**src/rtl/core/tch_pkg.sv**
```systemverilog
// Shared types and codes for the tournament chooser.
package tch_pkg;

  // Fixed field widths of a transaction
  localparam int unsigned PcW  = 32;
  localparam int unsigned TagW = 6;

  // Number of distinct tag values a transaction can carry
  localparam int unsigned TagCount = 1 << TagW;

  typedef enum logic {
    OpPredict = 1'b0,
    OpUpdate  = 1'b1
  } op_e;

  typedef enum logic [1:0] {
    ErrNone    = 2'd0,
    ErrDupTag  = 2'd1,
    ErrNoEntry = 2'd2
  } err_e;

endpackage

```
**src/rtl/core/tch_if.sv**
```systemverilog
// Request and result channel interfaces of the tournament chooser.
interface tch_in_if;
  logic                     valid;
  logic                     ready;
  tch_pkg::op_e             op;
  logic [tch_pkg::PcW-1:0]  pc;
  logic [tch_pkg::TagW-1:0] tag;
  logic                     yp_pred;
  logic                     pct_pred;
  logic                     taken;

  modport source (output valid, op, pc, tag, yp_pred, pct_pred, taken, input ready);
  modport sink   (input valid, op, pc, tag, yp_pred, pct_pred, taken, output ready);
endinterface

interface tch_out_if;
  logic          valid;
  logic          ready;
  logic          prediction;
  logic          chose_second;
  logic          saved_yp;
  logic          saved_pct;
  tch_pkg::err_e error;

  modport source (output valid, prediction, chose_second, saved_yp, saved_pct, error,
                  input ready);
  modport sink   (input valid, prediction, chose_second, saved_yp, saved_pct, error,
                  output ready);
endinterface

```
**src/rtl/core/tch_ctr_table.sv**
```systemverilog
// Selector counter memory with clearing pass after reset and write bypass.
module tch_ctr_table #(
  parameter int unsigned INDEX_BITS = 10,
  parameter int unsigned CTR_WIDTH  = 4,
  parameter logic [CTR_WIDTH-1:0] INIT_VALUE = 4'd8
) (
  input  logic                  clk_i,
  input  logic                  rst_ni,
  input  logic                  rd_en_i,
  input  logic [INDEX_BITS-1:0] rd_idx_i,
  input  logic                  wr_en_i,
  input  logic [INDEX_BITS-1:0] wr_idx_i,
  input  logic [CTR_WIDTH-1:0]  wr_data_i,
  output logic [CTR_WIDTH-1:0]  rd_data_o,
  output logic                  busy_o
);

  localparam int unsigned Depth = 1 << INDEX_BITS;

  logic [CTR_WIDTH-1:0] mem [Depth];

  logic                  busy_q;
  logic [INDEX_BITS-1:0] clr_idx_q;
  logic [CTR_WIDTH-1:0]  rd_data_q;
  logic [INDEX_BITS-1:0] rd_idx_q;
  logic                  byp_valid_q;
  logic [INDEX_BITS-1:0] byp_idx_q;
  logic [CTR_WIDTH-1:0]  byp_data_q;

  logic                  mem_we;
  logic [INDEX_BITS-1:0] mem_widx;
  logic [CTR_WIDTH-1:0]  mem_wdata;

  // Select between the clearing sweep and normal writes
  always_comb begin
    mem_we    = busy_q || wr_en_i;
    mem_widx  = busy_q ? clr_idx_q : wr_idx_i;
    mem_wdata = busy_q ? INIT_VALUE : wr_data_i;
  end

  // Sweep every entry to the start value once after reset
  always_ff @(posedge clk_i or negedge rst_ni) begin
    if (!rst_ni) begin
      busy_q    <= 1'b1;
      clr_idx_q <= '0;
    end else if (busy_q) begin
      clr_idx_q <= clr_idx_q + 1'b1;
      if (clr_idx_q == {INDEX_BITS{1'b1}}) begin
        busy_q <= 1'b0;
      end
    end
  end

  // Hold the last counter write so a read issued in the same cycle sees it
  always_ff @(posedge clk_i or negedge rst_ni) begin
    if (!rst_ni) begin
      byp_valid_q <= 1'b0;
    end else if (wr_en_i && !busy_q) begin
      byp_valid_q <= 1'b1;
    end
  end

  always_ff @(posedge clk_i) begin
    if (wr_en_i && !busy_q) begin
      byp_idx_q  <= wr_idx_i;
      byp_data_q <= wr_data_i;
    end
  end

  // Memory write port
  always_ff @(posedge clk_i) begin
    if (mem_we) begin
      mem[mem_widx] <= mem_wdata;
    end
  end

  // Memory read port with registered data
  always_ff @(posedge clk_i) begin
    if (rd_en_i) begin
      rd_data_q <= mem[rd_idx_i];
      rd_idx_q  <= rd_idx_i;
    end
  end

  assign rd_data_o = (byp_valid_q && (byp_idx_q == rd_idx_q)) ? byp_data_q : rd_data_q;
  assign busy_o    = busy_q;

endmodule

```
**src/rtl/core/tournament_chooser.sv**
```systemverilog
// Top level of the tournament chooser: selector counters and pending prediction store.
//
// Accepts one predict or update transaction per cycle unless the result side
// stalls or the counter memory is being cleared, and returns exactly one result
// transaction for each once the result side is ready: the counter memory and the
// pending prediction memory are read into the input stage, then the result is
// computed into the output register while the counter and the pending entry are
// written back. Writes from the item leaving the input stage are bypassed to the
// item entering it, so back-to-back transactions on the same counter or tag see
// current state. After reset the block clears the counter memory, one entry per
// cycle, and holds ready low until every entry has been cleared.
module tournament_chooser #(
  parameter int unsigned INDEX_BITS   = 10,
  parameter int unsigned CTR_WIDTH    = 4,
  parameter int unsigned INIT_STATE   = 2,
  parameter int unsigned PENDING_TAGS = 64
) (
  input  logic           clk_i,
  input  logic           rst_ni,
  tch_in_if.sink         in_i,
  tch_out_if.source      out_o
);

  localparam int unsigned SlotW   = $clog2(PENDING_TAGS);
  localparam int unsigned CtrHalf = 1 << (CTR_WIDTH - 1);
  localparam int unsigned CtrMaxI = (1 << CTR_WIDTH) - 1;
  localparam logic [CTR_WIDTH-1:0] InitValue = CTR_WIDTH'(
      (INIT_STATE == 0) ? 0 :
      (INIT_STATE == 1) ? CtrHalf - 1 :
      (INIT_STATE == 3) ? CtrMaxI : CtrHalf);
  localparam logic [CTR_WIDTH-1:0] CtrMax = {CTR_WIDTH{1'b1}};

  // Map a tag onto its pending slot (tag modulo the store depth)
  function automatic logic [SlotW-1:0] slot_of(input logic [tch_pkg::TagW-1:0] t);
    logic [SlotW-1:0] r;
    r = '0;
    for (int i = 0; i < tch_pkg::TagCount; i++) begin
      if (t == tch_pkg::TagW'(i)) begin
        r = SlotW'(i % PENDING_TAGS);
      end
    end
    return r;
  endfunction

  logic in_acc;
  logic s1_adv;
  logic tbl_busy;

  logic [INDEX_BITS-1:0] in_idx;
  logic [SlotW-1:0]      in_slot;

  // Input stage
  logic                  s1_valid_q;
  tch_pkg::op_e          s1_op_q;
  logic [INDEX_BITS-1:0] s1_idx_q;
  logic [SlotW-1:0]      s1_slot_q;
  logic                  s1_yp_q;
  logic                  s1_pct_q;
  logic                  s1_taken_q;

  // Pending store
  logic [PENDING_TAGS-1:0] pend_valid_q;
  logic [1:0]              pend_mem [PENDING_TAGS];
  logic [1:0]              pend_rd_q;
  logic                    pend_byp_valid_q;
  logic [SlotW-1:0]        pend_byp_slot_q;
  logic [1:0]              pend_byp_data_q;

  // Output register
  logic          out_valid_q;
  logic          out_pred_q;
  logic          out_second_q;
  logic          out_syp_q;
  logic          out_spct_q;
  tch_pkg::err_e out_err_q;

  // Result stage logic
  logic [CTR_WIDTH-1:0] ctr;
  logic [CTR_WIDTH-1:0] ctr_d;
  logic                 ctr_we;
  logic                 slot_hit;
  logic [1:0]           preds;
  logic                 pend_set;
  logic                 pend_clr;
  logic                 res_pred;
  logic                 res_second;
  logic                 res_syp;
  logic                 res_spct;
  tch_pkg::err_e        res_err;

  assign in_idx  = in_i.pc[INDEX_BITS+1:2];
  assign in_slot = slot_of(in_i.tag);

  // Advance the input stage whenever the output register is free or being taken
  assign s1_adv     = s1_valid_q && (!out_valid_q || out_o.ready);
  assign in_i.ready = !tbl_busy && (!s1_valid_q || s1_adv);
  assign in_acc     = in_i.valid && in_i.ready;

  tch_ctr_table #(
    .INDEX_BITS (INDEX_BITS),
    .CTR_WIDTH  (CTR_WIDTH),
    .INIT_VALUE (InitValue)
  ) u_ctr_table (
    .clk_i     (clk_i),
    .rst_ni    (rst_ni),
    .rd_en_i   (in_acc),
    .rd_idx_i  (in_idx),
    .wr_en_i   (ctr_we),
    .wr_idx_i  (s1_idx_q),
    .wr_data_i (ctr_d),
    .rd_data_o (ctr),
    .busy_o    (tbl_busy)
  );

  // Compute the result and the state changes of the item in the input stage
  always_comb begin
    slot_hit   = pend_valid_q[s1_slot_q];
    preds      = (pend_byp_valid_q && (pend_byp_slot_q == s1_slot_q)) ?
                 pend_byp_data_q : pend_rd_q;
    ctr_d      = ctr;
    ctr_we     = 1'b0;
    pend_set   = 1'b0;
    pend_clr   = 1'b0;
    res_pred   = 1'b0;
    res_second = 1'b0;
    res_syp    = 1'b0;
    res_spct   = 1'b0;
    res_err    = tch_pkg::ErrNone;
    unique case (s1_op_q)
      tch_pkg::OpPredict: begin
        res_second = ctr[CTR_WIDTH-1];
        res_pred   = res_second ? s1_pct_q : s1_yp_q;
        if (slot_hit) begin
          res_err = tch_pkg::ErrDupTag;
        end else begin
          pend_set = s1_adv;
        end
      end
      tch_pkg::OpUpdate: begin
        if (!slot_hit) begin
          res_err = tch_pkg::ErrNoEntry;
        end else begin
          pend_clr = s1_adv;
          res_syp  = preds[0];
          res_spct = preds[1];
          // Step toward the component that was right, only on disagreement
          if (preds[0] != preds[1]) begin
            ctr_we = s1_adv;
            if (preds[0] == s1_taken_q) begin
              ctr_d = (ctr == '0) ? ctr : ctr - 1'b1;
            end else begin
              ctr_d = (ctr == CtrMax) ? ctr : ctr + 1'b1;
            end
          end
        end
      end
      default: ;
    endcase
  end

  // Input stage control
  always_ff @(posedge clk_i or negedge rst_ni) begin
    if (!rst_ni) begin
      s1_valid_q <= 1'b0;
    end else if (in_acc) begin
      s1_valid_q <= 1'b1;
    end else if (s1_adv) begin
      s1_valid_q <= 1'b0;
    end
  end

  // Input stage payload
  always_ff @(posedge clk_i) begin
    if (in_acc) begin
      s1_op_q    <= in_i.op;
      s1_idx_q   <= in_idx;
      s1_slot_q  <= in_slot;
      s1_yp_q    <= in_i.yp_pred;
      s1_pct_q   <= in_i.pct_pred;
      s1_taken_q <= in_i.taken;
    end
  end

  // Pending valid bits and bypass control
  always_ff @(posedge clk_i or negedge rst_ni) begin
    if (!rst_ni) begin
      pend_valid_q     <= '0;
      pend_byp_valid_q <= 1'b0;
    end else begin
      if (pend_set) begin
        pend_valid_q[s1_slot_q] <= 1'b1;
        pend_byp_valid_q        <= 1'b1;
      end else if (pend_clr) begin
        pend_valid_q[s1_slot_q] <= 1'b0;
      end
    end
  end

  // Hold the last stash write for a read issued in the same cycle
  always_ff @(posedge clk_i) begin
    if (pend_set) begin
      pend_byp_slot_q <= s1_slot_q;
      pend_byp_data_q <= {s1_pct_q, s1_yp_q};
    end
  end

  // Pending prediction memory write port
  always_ff @(posedge clk_i) begin
    if (pend_set) begin
      pend_mem[s1_slot_q] <= {s1_pct_q, s1_yp_q};
    end
  end

  // Pending prediction memory read port
  always_ff @(posedge clk_i) begin
    if (in_acc) begin
      pend_rd_q <= pend_mem[in_slot];
    end
  end

  // Output register control
  always_ff @(posedge clk_i or negedge rst_ni) begin
    if (!rst_ni) begin
      out_valid_q <= 1'b0;
    end else if (s1_adv) begin
      out_valid_q <= 1'b1;
    end else if (out_o.ready) begin
      out_valid_q <= 1'b0;
    end
  end

  // Output register payload
  always_ff @(posedge clk_i) begin
    if (s1_adv) begin
      out_pred_q   <= res_pred;
      out_second_q <= res_second;
      out_syp_q    <= res_syp;
      out_spct_q   <= res_spct;
      out_err_q    <= res_err;
    end
  end

  assign out_o.valid        = out_valid_q;
  assign out_o.prediction   = out_pred_q;
  assign out_o.chose_second = out_second_q;
  assign out_o.saved_yp     = out_syp_q;
  assign out_o.saved_pct    = out_spct_q;
  assign out_o.error        = out_err_q;

  // No transaction is taken while the counter memory is being cleared
  assert property (@(posedge clk_i) disable iff (!rst_ni) tbl_busy |-> !in_i.ready)
    else $error("transaction accepted during counter clearing");

  // An item leaving the input stage always lands in the output register
  assert property (@(posedge clk_i) disable iff (!rst_ni) s1_adv |=> out_valid_q)
    else $error("result lost between input stage and output register");

  // A counter write only comes from a matched update
  assert property (@(posedge clk_i) disable iff (!rst_ni)
      ctr_we |-> (s1_op_q == tch_pkg::OpUpdate) && slot_hit && s1_adv)
    else $error("counter written outside a matched update");

  // An unmatched update reports nothing but the error code
  assert property (@(posedge clk_i) disable iff (!rst_ni)
      out_valid_q && (out_err_q == tch_pkg::ErrNoEntry)
      |-> !out_pred_q && !out_second_q && !out_syp_q && !out_spct_q)
    else $error("unmatched update carries result fields");

endmodule

```
**src/flat_wrapper.sv**
```systemverilog
// flat-port wrapper written by rule: the top's interface ports become plain ports
module tournament_chooser_flat 
#(
  parameter int unsigned INDEX_BITS   = 10,
  parameter int unsigned CTR_WIDTH    = 4,
  parameter int unsigned INIT_STATE   = 2,
  parameter int unsigned PENDING_TAGS = 64
)
  (clk_i, rst_ni, in_i_valid, in_i_op, in_i_pc, in_i_tag, in_i_yp_pred, in_i_pct_pred, in_i_taken, in_i_ready, out_o_valid, out_o_prediction, out_o_chose_second, out_o_saved_yp, out_o_saved_pct, out_o_error, out_o_ready);
  tch_in_if in_i_i ();
  tch_out_if out_o_i ();
  input  logic clk_i;
  input  logic rst_ni;
  input wire logic [$bits(in_i_i.valid)-1:0] in_i_valid;
  input wire logic [$bits(in_i_i.op)-1:0] in_i_op;
  input wire logic [$bits(in_i_i.pc)-1:0] in_i_pc;
  input wire logic [$bits(in_i_i.tag)-1:0] in_i_tag;
  input wire logic [$bits(in_i_i.yp_pred)-1:0] in_i_yp_pred;
  input wire logic [$bits(in_i_i.pct_pred)-1:0] in_i_pct_pred;
  input wire logic [$bits(in_i_i.taken)-1:0] in_i_taken;
  output wire logic [$bits(in_i_i.ready)-1:0] in_i_ready;
  output wire logic [$bits(out_o_i.valid)-1:0] out_o_valid;
  output wire logic [$bits(out_o_i.prediction)-1:0] out_o_prediction;
  output wire logic [$bits(out_o_i.chose_second)-1:0] out_o_chose_second;
  output wire logic [$bits(out_o_i.saved_yp)-1:0] out_o_saved_yp;
  output wire logic [$bits(out_o_i.saved_pct)-1:0] out_o_saved_pct;
  output wire logic [$bits(out_o_i.error)-1:0] out_o_error;
  input wire logic [$bits(out_o_i.ready)-1:0] out_o_ready;
  assign in_i_i.valid = in_i_valid;
  assign in_i_i.op = in_i_op;
  assign in_i_i.pc = in_i_pc;
  assign in_i_i.tag = in_i_tag;
  assign in_i_i.yp_pred = in_i_yp_pred;
  assign in_i_i.pct_pred = in_i_pct_pred;
  assign in_i_i.taken = in_i_taken;
  assign in_i_ready = in_i_i.ready;
  assign out_o_valid = out_o_i.valid;
  assign out_o_prediction = out_o_i.prediction;
  assign out_o_chose_second = out_o_i.chose_second;
  assign out_o_saved_yp = out_o_i.saved_yp;
  assign out_o_saved_pct = out_o_i.saved_pct;
  assign out_o_error = out_o_i.error;
  assign out_o_i.ready = out_o_ready;
  tournament_chooser #(.INDEX_BITS(INDEX_BITS), .CTR_WIDTH(CTR_WIDTH), .INIT_STATE(INIT_STATE), .PENDING_TAGS(PENDING_TAGS)) u_core (.clk_i(clk_i), .rst_ni(rst_ni), .in_i(in_i_i), .out_o(out_o_i));
endmodule
```
**config.mk**
```make
export PLATFORM = sky130hd
export DESIGN_NAME = tournament_chooser_flat
export DESIGN_NICKNAME = d
export VERILOG_FILES = /design/src/rtl/core/tch_pkg.sv /design/src/rtl/core/tch_if.sv /design/src/rtl/core/tch_ctr_table.sv /design/src/rtl/core/tournament_chooser.sv /design/src/flat_wrapper.sv
export SDC_FILE = /design/constraint.sdc
export NUM_CORES = 2
export LEC_CHECK = 0
export BUFFER_PORTS_ARGS = -buffer_cell sky130_fd_sc_hd__buf_2
export CAP_MARGIN = 30
export CORE_ASPECT_RATIO = 2
export CORE_MARGIN = 4
export CORE_UTILIZATION = 35
export DETAILED_ROUTE_END_ITERATION = 16
export PLACE_DENSITY = 0.59
export SLEW_MARGIN = 20
export SYNTH_ARGS = -nofsm -noshare
export SYNTH_HDL_FRONTEND = slang
export SYNTH_MEMORY_MAX_BITS = 65536
export SYNTH_SLANG_ARGS = --single-unit
```
**constraint.sdc**
```tcl
create_clock -name clk_i -period 86.9 [get_ports clk_i]
set_clock_uncertainty 0.15 [all_clocks]
set_input_delay 13.035 -clock clk_i [delete_from_list [all_inputs] [get_ports clk_i]]
set_output_delay 13.035 -clock clk_i [all_outputs]
set_load 0.1 [all_outputs]
```
== After elaboration in Yosys (flattened, before gate mapping) ==
Memory sizes are Yosys's and may differ from the RTL's. A register that Yosys moved wholly into a read port is not among the register bits.
Index checks and enable logic that the tools add are counted.
W data, S select, Z words.

* $add $sub $neg: 3
* Multiply operators: 0
* Div/mod/pow operators: 0
* Magnitude comparators: 2
* Equal/unequal tests: 69
* Shifts and indexed selects: 0
* Multiplexer cells: 100
* Bitwise logic cells: 4
* Reductions and logical operators: 18

{| class="wikitable"
|+ Operator list
! operator !! number
|-
| $mux W6 || 62
|-
| $eq A6 B6 Y1 const B || 32
|-
| $mux W64 || 2
|-
| $eq A6 B5 Y1 const B || 16
|-
| $and A64 B64 Y64 || 1
|-
| $not A64 Y64 || 1
|-
| $or A64 B64 Y64 || 1
|-
| $eq A6 B4 Y1 const B || 8
|-
| $mux W4 || 8
|-
| $eq A6 B3 Y1 const B || 4
|-
| $mux W1 || 22
|-
| $eq A6 B2 Y1 const B || 2
|-
| $add A10 B1 Y10 const B || 1
|-
| $eq A10 B10 Y1 || 1
|-
| $eq A10 B10 Y1 const B || 1
|-
| $mux W10 || 1
|-
| $logic_and A1 B1 Y1 || 7
|-
| $lt A6 B7 Y1 const B || 1
|-
| $bmux W1 S6 || 1
|-
| $demux W1 S6 || 1
|-
| $eq A6 B1 Y1 const B || 1
|-
| $eq A6 B6 Y1 || 1
|-
| $ge A6 B1 Y1 const B || 1
|-
| $reduce_bool A2 Y1 || 3
|-
| other kinds (12) || 17
|}

* Flip-flop bits (word level): 127
* Bits in latches: 0
* RAM bits: 4224
* Memory bits (read-only): 0
* Input port bits: 46
* Output and inout bits: 8
* Logic and storage cells: 220
* Memories: 2

{| class="wikitable"
|+ Memory list
! name !! depth !! bits a word !! read ports !! clocked after memory_dff !! wr ports !! RTL line !! RTL
|-
| u_core.u_ctr_table.mem || 1024 || 4 || 1 || 1 || 1 || tch_ctr_table.sv:20 || <nowiki>logic [CTR_WIDTH-1:0] mem [Depth];</nowiki>
|-
| u_core.pend_mem || 64 || 2 || 1 || 1 || 1 || tournament_chooser.sv:63 || <nowiki>logic [1:0] pend_mem [PENDING_TAGS];</nowiki>
|}

== Logic depth before layout (Yosys ltp) ==
* Word-level depth: 64
* Gate-level depth with buffers: 15
* Depth with buffers taken out: 10

== Modules after synthesis ==
A second synthesis with hierarchy kept.

* Cells, all modules: 9165
* Area total of the unflattened synthesis: 174542.4 um^2

{| class="wikitable"
|+ Modules (own cells, without submodules)
! module !! times used !! cells each !! area each (um^2) !! sequential area each (um^2)
|-
| tch_ctr_table || 1 || 8355 || 163918.5 || 124140.3
|-
| tournament_chooser || 1 || 810 || 10623.9 || 6601.3
|}

== Worst setup path after synthesis ==
No wires, ideal clock.

* Kind: reg-to-reg
* Start point: register u_core.s1_slot_q[1]
* End point: memory u_core.u_ctr_table.mem[0][2], data pin
* Library setup time: 8.404 ns
* Data arrival time: 43.836 ns
* Required time: 78.346 ns
* Path slack: 34.509 ns
* Cell stages (with the launch flop): 11
* Buffers on the path: 2
* Path through: edfxtp_1 buf_2 buf_2 xnor2_1 nand3_1 or3_1 and3_1 nor2_1 and3_1 a31oi_1 o32ai_1

* Cells in the longest elaborated chain, start to end: 9

{| class="wikitable"
|+ Ends and longest elaborated chain
! item !! RTL line !! RTL
|-
| from (decl) || tournament_chooser.sv:56 || <nowiki>logic [SlotW-1:0] s1_slot_q;</nowiki>
|-
| from (signal assigned) || tournament_chooser.sv:177 || <nowiki>s1_slot_q <= in_slot;</nowiki>
|-
| $eq A6 B6 Y1 || tournament_chooser.sv:118 || <nowiki>preds = (pend_byp_valid_q && (pend_byp_slot_q == s1_slot_q)) ?</nowiki>
|-
| $logic_and A1 B1 Y1 || tournament_chooser.sv:118 ||
|-
| $mux W2 || tournament_chooser.sv:118 ||
|-
| $eq A1 B1 Y1 || tournament_chooser.sv:149 || <nowiki>if (preds[0] == s1_taken_q) begin</nowiki>
|-
| $mux W4 || tournament_chooser.sv:149 ||
|-
| $mux W4 || tournament_chooser.sv:147 || <nowiki>if (preds[0] != preds[1]) begin</nowiki>
|-
| $mux W4 (*) || tournament_chooser.sv:140 || <nowiki>if (!slot_hit) begin</nowiki>
|-
| $mux W4 (*) || tournament_chooser.sv:129 || <nowiki>unique case (s1_op_q)</nowiki>
|-
| $mux W4 (*) || tch_ctr_table.sv:38 || <nowiki>mem_wdata = busy_q ? INIT_VALUE : wr_data_i;</nowiki>
|-
| net u_core.u_ctr_table.mem_wdata[2] || tch_ctr_table.sv:32 || <nowiki>logic [CTR_WIDTH-1:0] mem_wdata;</nowiki>
|-
| to (decl) || tch_ctr_table.sv:20 ||
|}

The timed path passes the listed nets; every way through them passes the cells marked *. The select of a mux whose other input is x is not followed.

== Worst setup path in the final report ==
* Start point: input port out_o_ready
* End point: output port in_i_ready

* Cells in the longest elaborated chain, start to end: 4

{| class="wikitable"
|+ Ends and longest elaborated chain
! item !! RTL line !! RTL
|-
| from (decl) || flat_wrapper.sv:28 || <nowiki>input wire logic [$bits(out_o_i.ready)-1:0] out_o_ready;</nowiki>
|-
| $logic_or A1 B1 Y1 || tournament_chooser.sv:95 || <nowiki>assign s1_adv = s1_valid_q && (!out_valid_q || out_o.ready);</nowiki>
|-
| $logic_and A1 B1 Y1 || tournament_chooser.sv:95 ||
|-
| $logic_or A1 B1 Y1 || tournament_chooser.sv:96 || <nowiki>assign in_i.ready = !tbl_busy && (!s1_valid_q || s1_adv);</nowiki>
|-
| $logic_and A1 B1 Y1 || tournament_chooser.sv:96 ||
|-
| to (decl) || flat_wrapper.sv:21 || <nowiki>output wire logic [$bits(in_i_i.ready)-1:0] in_i_ready;</nowiki>
|}

Every way passes these cells.

==> reports/summary.txt <==
Outcome - complete, no violations
H-tree Lvls - 5
FF-to-FF path depth - 14
Chip height - 1.01 mm
Setup WS post-layout - 59.91 ns
Register area share after synthesis - 74.6%
Hold Worst Slack - 0.322 ns
Origin of the critical flop-to-flop path - u_core.s1_slot_q[3]
Clock Path Buffers - 4
Final Non-Filler Cells - 16,100
Vias in the first global route - 96,800
P_leak - 58.4 nW
Netlist cell types - 83
Number of synthesized flops with an enable pin - 4,278
Worst slew margin - 17.3%
Maxcap violations - 0
Routability congestion estimate - 0.865
Setup TNS - 0 ns
Final setup vio count - 0
Core Rows - 367
CP Launch Point - out_o_ready
Tightest Hold Check Type - flop to flop
Critical path class - input port to output port
Hold Path Depth - 1
Synthesized area - 0.175 sq mm
CTS Sinks - 4,357
Total track usage - 20.4%
Final hold viol count - 0
Finished layout cell area - 0.195 sq mm
Die area - 0.512 sq mm
Critical Path AT - 13.81 ns
Final #Nets - 9,154
Mux contribution to synthesized area - 14.5%
R2r endpoint - u_core.u_ctr_table.mem[751][3]
Total wire length - 537 mm
# DRC - 0
Post-synthesis register bit count - 4,357
First-pass GRT wire length - 748 mm
Slew Limit Fails - 0
Clk_lat worst skew - 0.96 ns
Syn_nets - 9,239
Final Cycle Share - 31.1%
CTS clk-pin slew, worst paths - 0.06 ns
Cell count after synthesis - 9,190
Crit path max fanout - 2
Worst setup SP type - input port
Initial Utilization - 35.1%
Worst Path Required - 73.71 ns
I/O pin cnt - 54
Chip width - 508 microns
Actual slew at the worst max-slew pin - 1.24 ns
Grt ovf - 0
Vias post-DR - 92,900
Drt first pass iters - 6
Post-synthesis compound-gate area fraction - 3.56%
Ys async rst share - 1.81%
Largest net degree at the start of global routing - 215
Core ar. - 0.499 sq mm
Post-Place Setup Slack - 59.91 ns
Avg WL per Cell - 33.4 microns
Synth area leader - edfxtp_1
Placement Cell Area - 0.183 sq mm
Cells after DPL - 15,400
DP HPWL - 327 mm
Post-cts sizing count - 0
Count of input and output buffers - 31
Initial drt markers - 9,511
RSZ-0062 raised after global routing - no
CTS Buf Count - 345
Peak Freq - 37.0 MHz
Post-Synth XOR/XNOR Area - 0.149%
Critical Path End - in_i_ready
Worst R2R Setup Slack - 78.19 ns
Synth Flop Type - edfxtp_1
CTS tree - built
Final min period - 26.99 ns
Area Growth Syn to Fin - 11.3%
Mapped Avg Cell Area - 19.0 sq um
Via/cell ratio - 5.78
VDD IR-drop max - 0.0000221 V
Antenna violations before repair - 36
Adder-Cell Fraction of Synth Area - 0.0215%
Pwr per Cell Area - 22.4 mW/mm^2
Main combinational cell family by area after synthesis - multiplexers
Hold Buf Count CTS - 0
Yosys Warn Count - 0
Crit path capture type - output port
Layout cell share with drive strength beyond 1 - 20.4%
Simple-gate share of the synthesized area - 4.88%
Root Driver - clkbuf_16
Top cells by area, synth - edfxtp_1 (73%), mux4_2 (12%), nor3_1 (3.1%)
Post-synth top area share - 73.4%
Final antenna-violating net count - 0
Setup bufs post-CTS - 0
[critical path: stages]
cell and delay (ns):
buf_2 0.08, nor2b_1 0.05, a21oi_1 0.18, buf_2 0.46
[power breakdown]
group          total (W)  internal (W)  switching, W
logic           0.000339     0.0000852      0.000254
clock network    0.00163      0.000866      0.000764
registers        0.00239       0.00239    0.00000458
[cell usage after synthesis, drive strengths merged (4+ instances only)]
cell and n:
a2111oi 10, xnor2 25, o41ai 64, nand3 47, mux2 17, nand2b 20, and2 17, nor3 1084
inv 23, or3b 4, mux4 927, or2 10, o22ai 91, a311oi 6, o21ai 148, a221oi 24
dfrtp 78, o31ai 11, nand4 26, a32oi 4, buf 376, or3 15, nor3b 5, a22o 13
nor2 191, o211ai 9, and3 18, nor2b 16, o2111ai 8, nand3b 15, a21oi 147, clkbuf 391
nand2 217, mux2i 435, a31oi 18, nor4 30, edfxtp 4278, a211oi 26, a22oi 160, or4 4
xor2 4, o221ai 126
[worst min-delay path by stage]
stage / from / end
final: u_core.u_ctr_table.byp_valid_q / u_core.u_ctr_table.byp_valid_q
after global routing: u_core.u_ctr_table.byp_valid_q / u_core.u_ctr_table.byp_valid_q
after CTS: u_core.u_ctr_table.byp_valid_q / u_core.u_ctr_table.byp_valid_q
after detailed placement: u_core.u_ctr_table.byp_valid_q / u_core.u_ctr_table.byp_valid_q
after global placement: u_core.u_ctr_table.byp_valid_q / u_core.u_ctr_table.byp_valid_q
after floorplan: u_core.s1_slot_q[2] / u_core.pend_byp_slot_q[2]
[per-layer routing]
| metal | up-vias | GRT usage (%) | part of all wire (%) |
|---|---|---|---|
| li1 | 38000 | - | - |
| met1 | 49200 | 21.3 | 31 |
| met2 | 4300 | 37.0 | 53 |
| met3 | 1353 | 2.79 | 6.4 |
| met4 | 16 | 15.8 | 9.2 |
| met5 | - | 0 | 0.021 |
[cells in the final DEF, fill, tap and decap left out, drive strengths merged, types with 9 or more instances in the layout]
| cell | Yosys | final |
|---|---|---|
| a2111oi | 10 | 10 |
| nand3 | 47 | 47 |
| xnor2 | 25 | 25 |
| nand4 | 26 | 26 |
| inv | 23 | 44 |
| clkbuf | 391 | 405 |
| a221oi | 24 | 24 |
| buf | 376 | 335 |
| diode | 0 | 49 |
| or3 | 15 | 15 |
| clkinvlp | 0 | 26 |
| and2 | 17 | 17 |
| clkinv | 2 | 146 |
| a31oi | 18 | 18 |
| mux2i | 435 | 435 |
| a22oi | 160 | 160 |
| mux2 | 17 | 17 |
| or2 | 10 | 10 |
| mux4 | 927 | 927 |
| a22o | 13 | 13 |
| nand3b | 15 | 15 |
| nand2b | 20 | 20 |
| nor3 | 1084 | 1084 |
| nor4 | 30 | 30 |
| nor2b | 16 | 16 |
| and3 | 18 | 18 |
| a211oi | 26 | 26 |
| o41ai | 64 | 64 |
| nand2 | 217 | 217 |
| o22ai | 91 | 91 |
| nor2 | 191 | 191 |
| dfrtp | 78 | 78 |
| o221ai | 126 | 126 |
| a21oi | 147 | 147 |
| bufinv | 0 | 38 |
| edfxtp | 4278 | 4278 |
| o31ai | 11 | 11 |
| o21ai | 148 | 148 |
| o211ai | 9 | 9 |
[through the flow]
stage               utilization, %  power [W]
finish                        39.0    0.00436
global route                  39.0    0.00448
CTS                           38.9    0.00438
detailed placement            36.7    0.00277
global placement              36.6    0.00276
floorplan                        -    0.00280
[state kept, by name, summed over array words and instances (netlist names), 4 cells and up, named ones only]
signal,cells
u_core.u_ctr_table.byp_data_q,4
u_core.u_ctr_table.byp_idx_q,10
u_core.u_ctr_table.clr_idx_q,10
u_core.pend_byp_slot_q,6
u_core.pend_mem,128
u_core.u_ctr_table.mem,4096
u_core.s1_idx_q,10
u_core.s1_slot_q,6
u_core.u_ctr_table.rd_data_q,4
[logic make-up (layout without fill, tap and decap cells)]
family / after synthesis / in the layout
compound gates: 895 / 895
xor+xnor: 29 / 29
fa+ha+maj: 3 / 3
buf+inv: 792 / 994
flops: 4357 / 4357
mux: 1379 / 1379
other cells: 0 / 49
simple gates: 1735 / 1735
[cell type report]
class	count	area (sq um)
fill	44800	304000
clock inverter	229	2350
sequential	4357	130000
multi-input combinational	4041	41200
timing repair buffer	335	3080
antenna	49	123
tap	6642	8310
clock buffer	405	9020
inverter	25	104
Note: power is estimated with default switching activity, not from simulation.
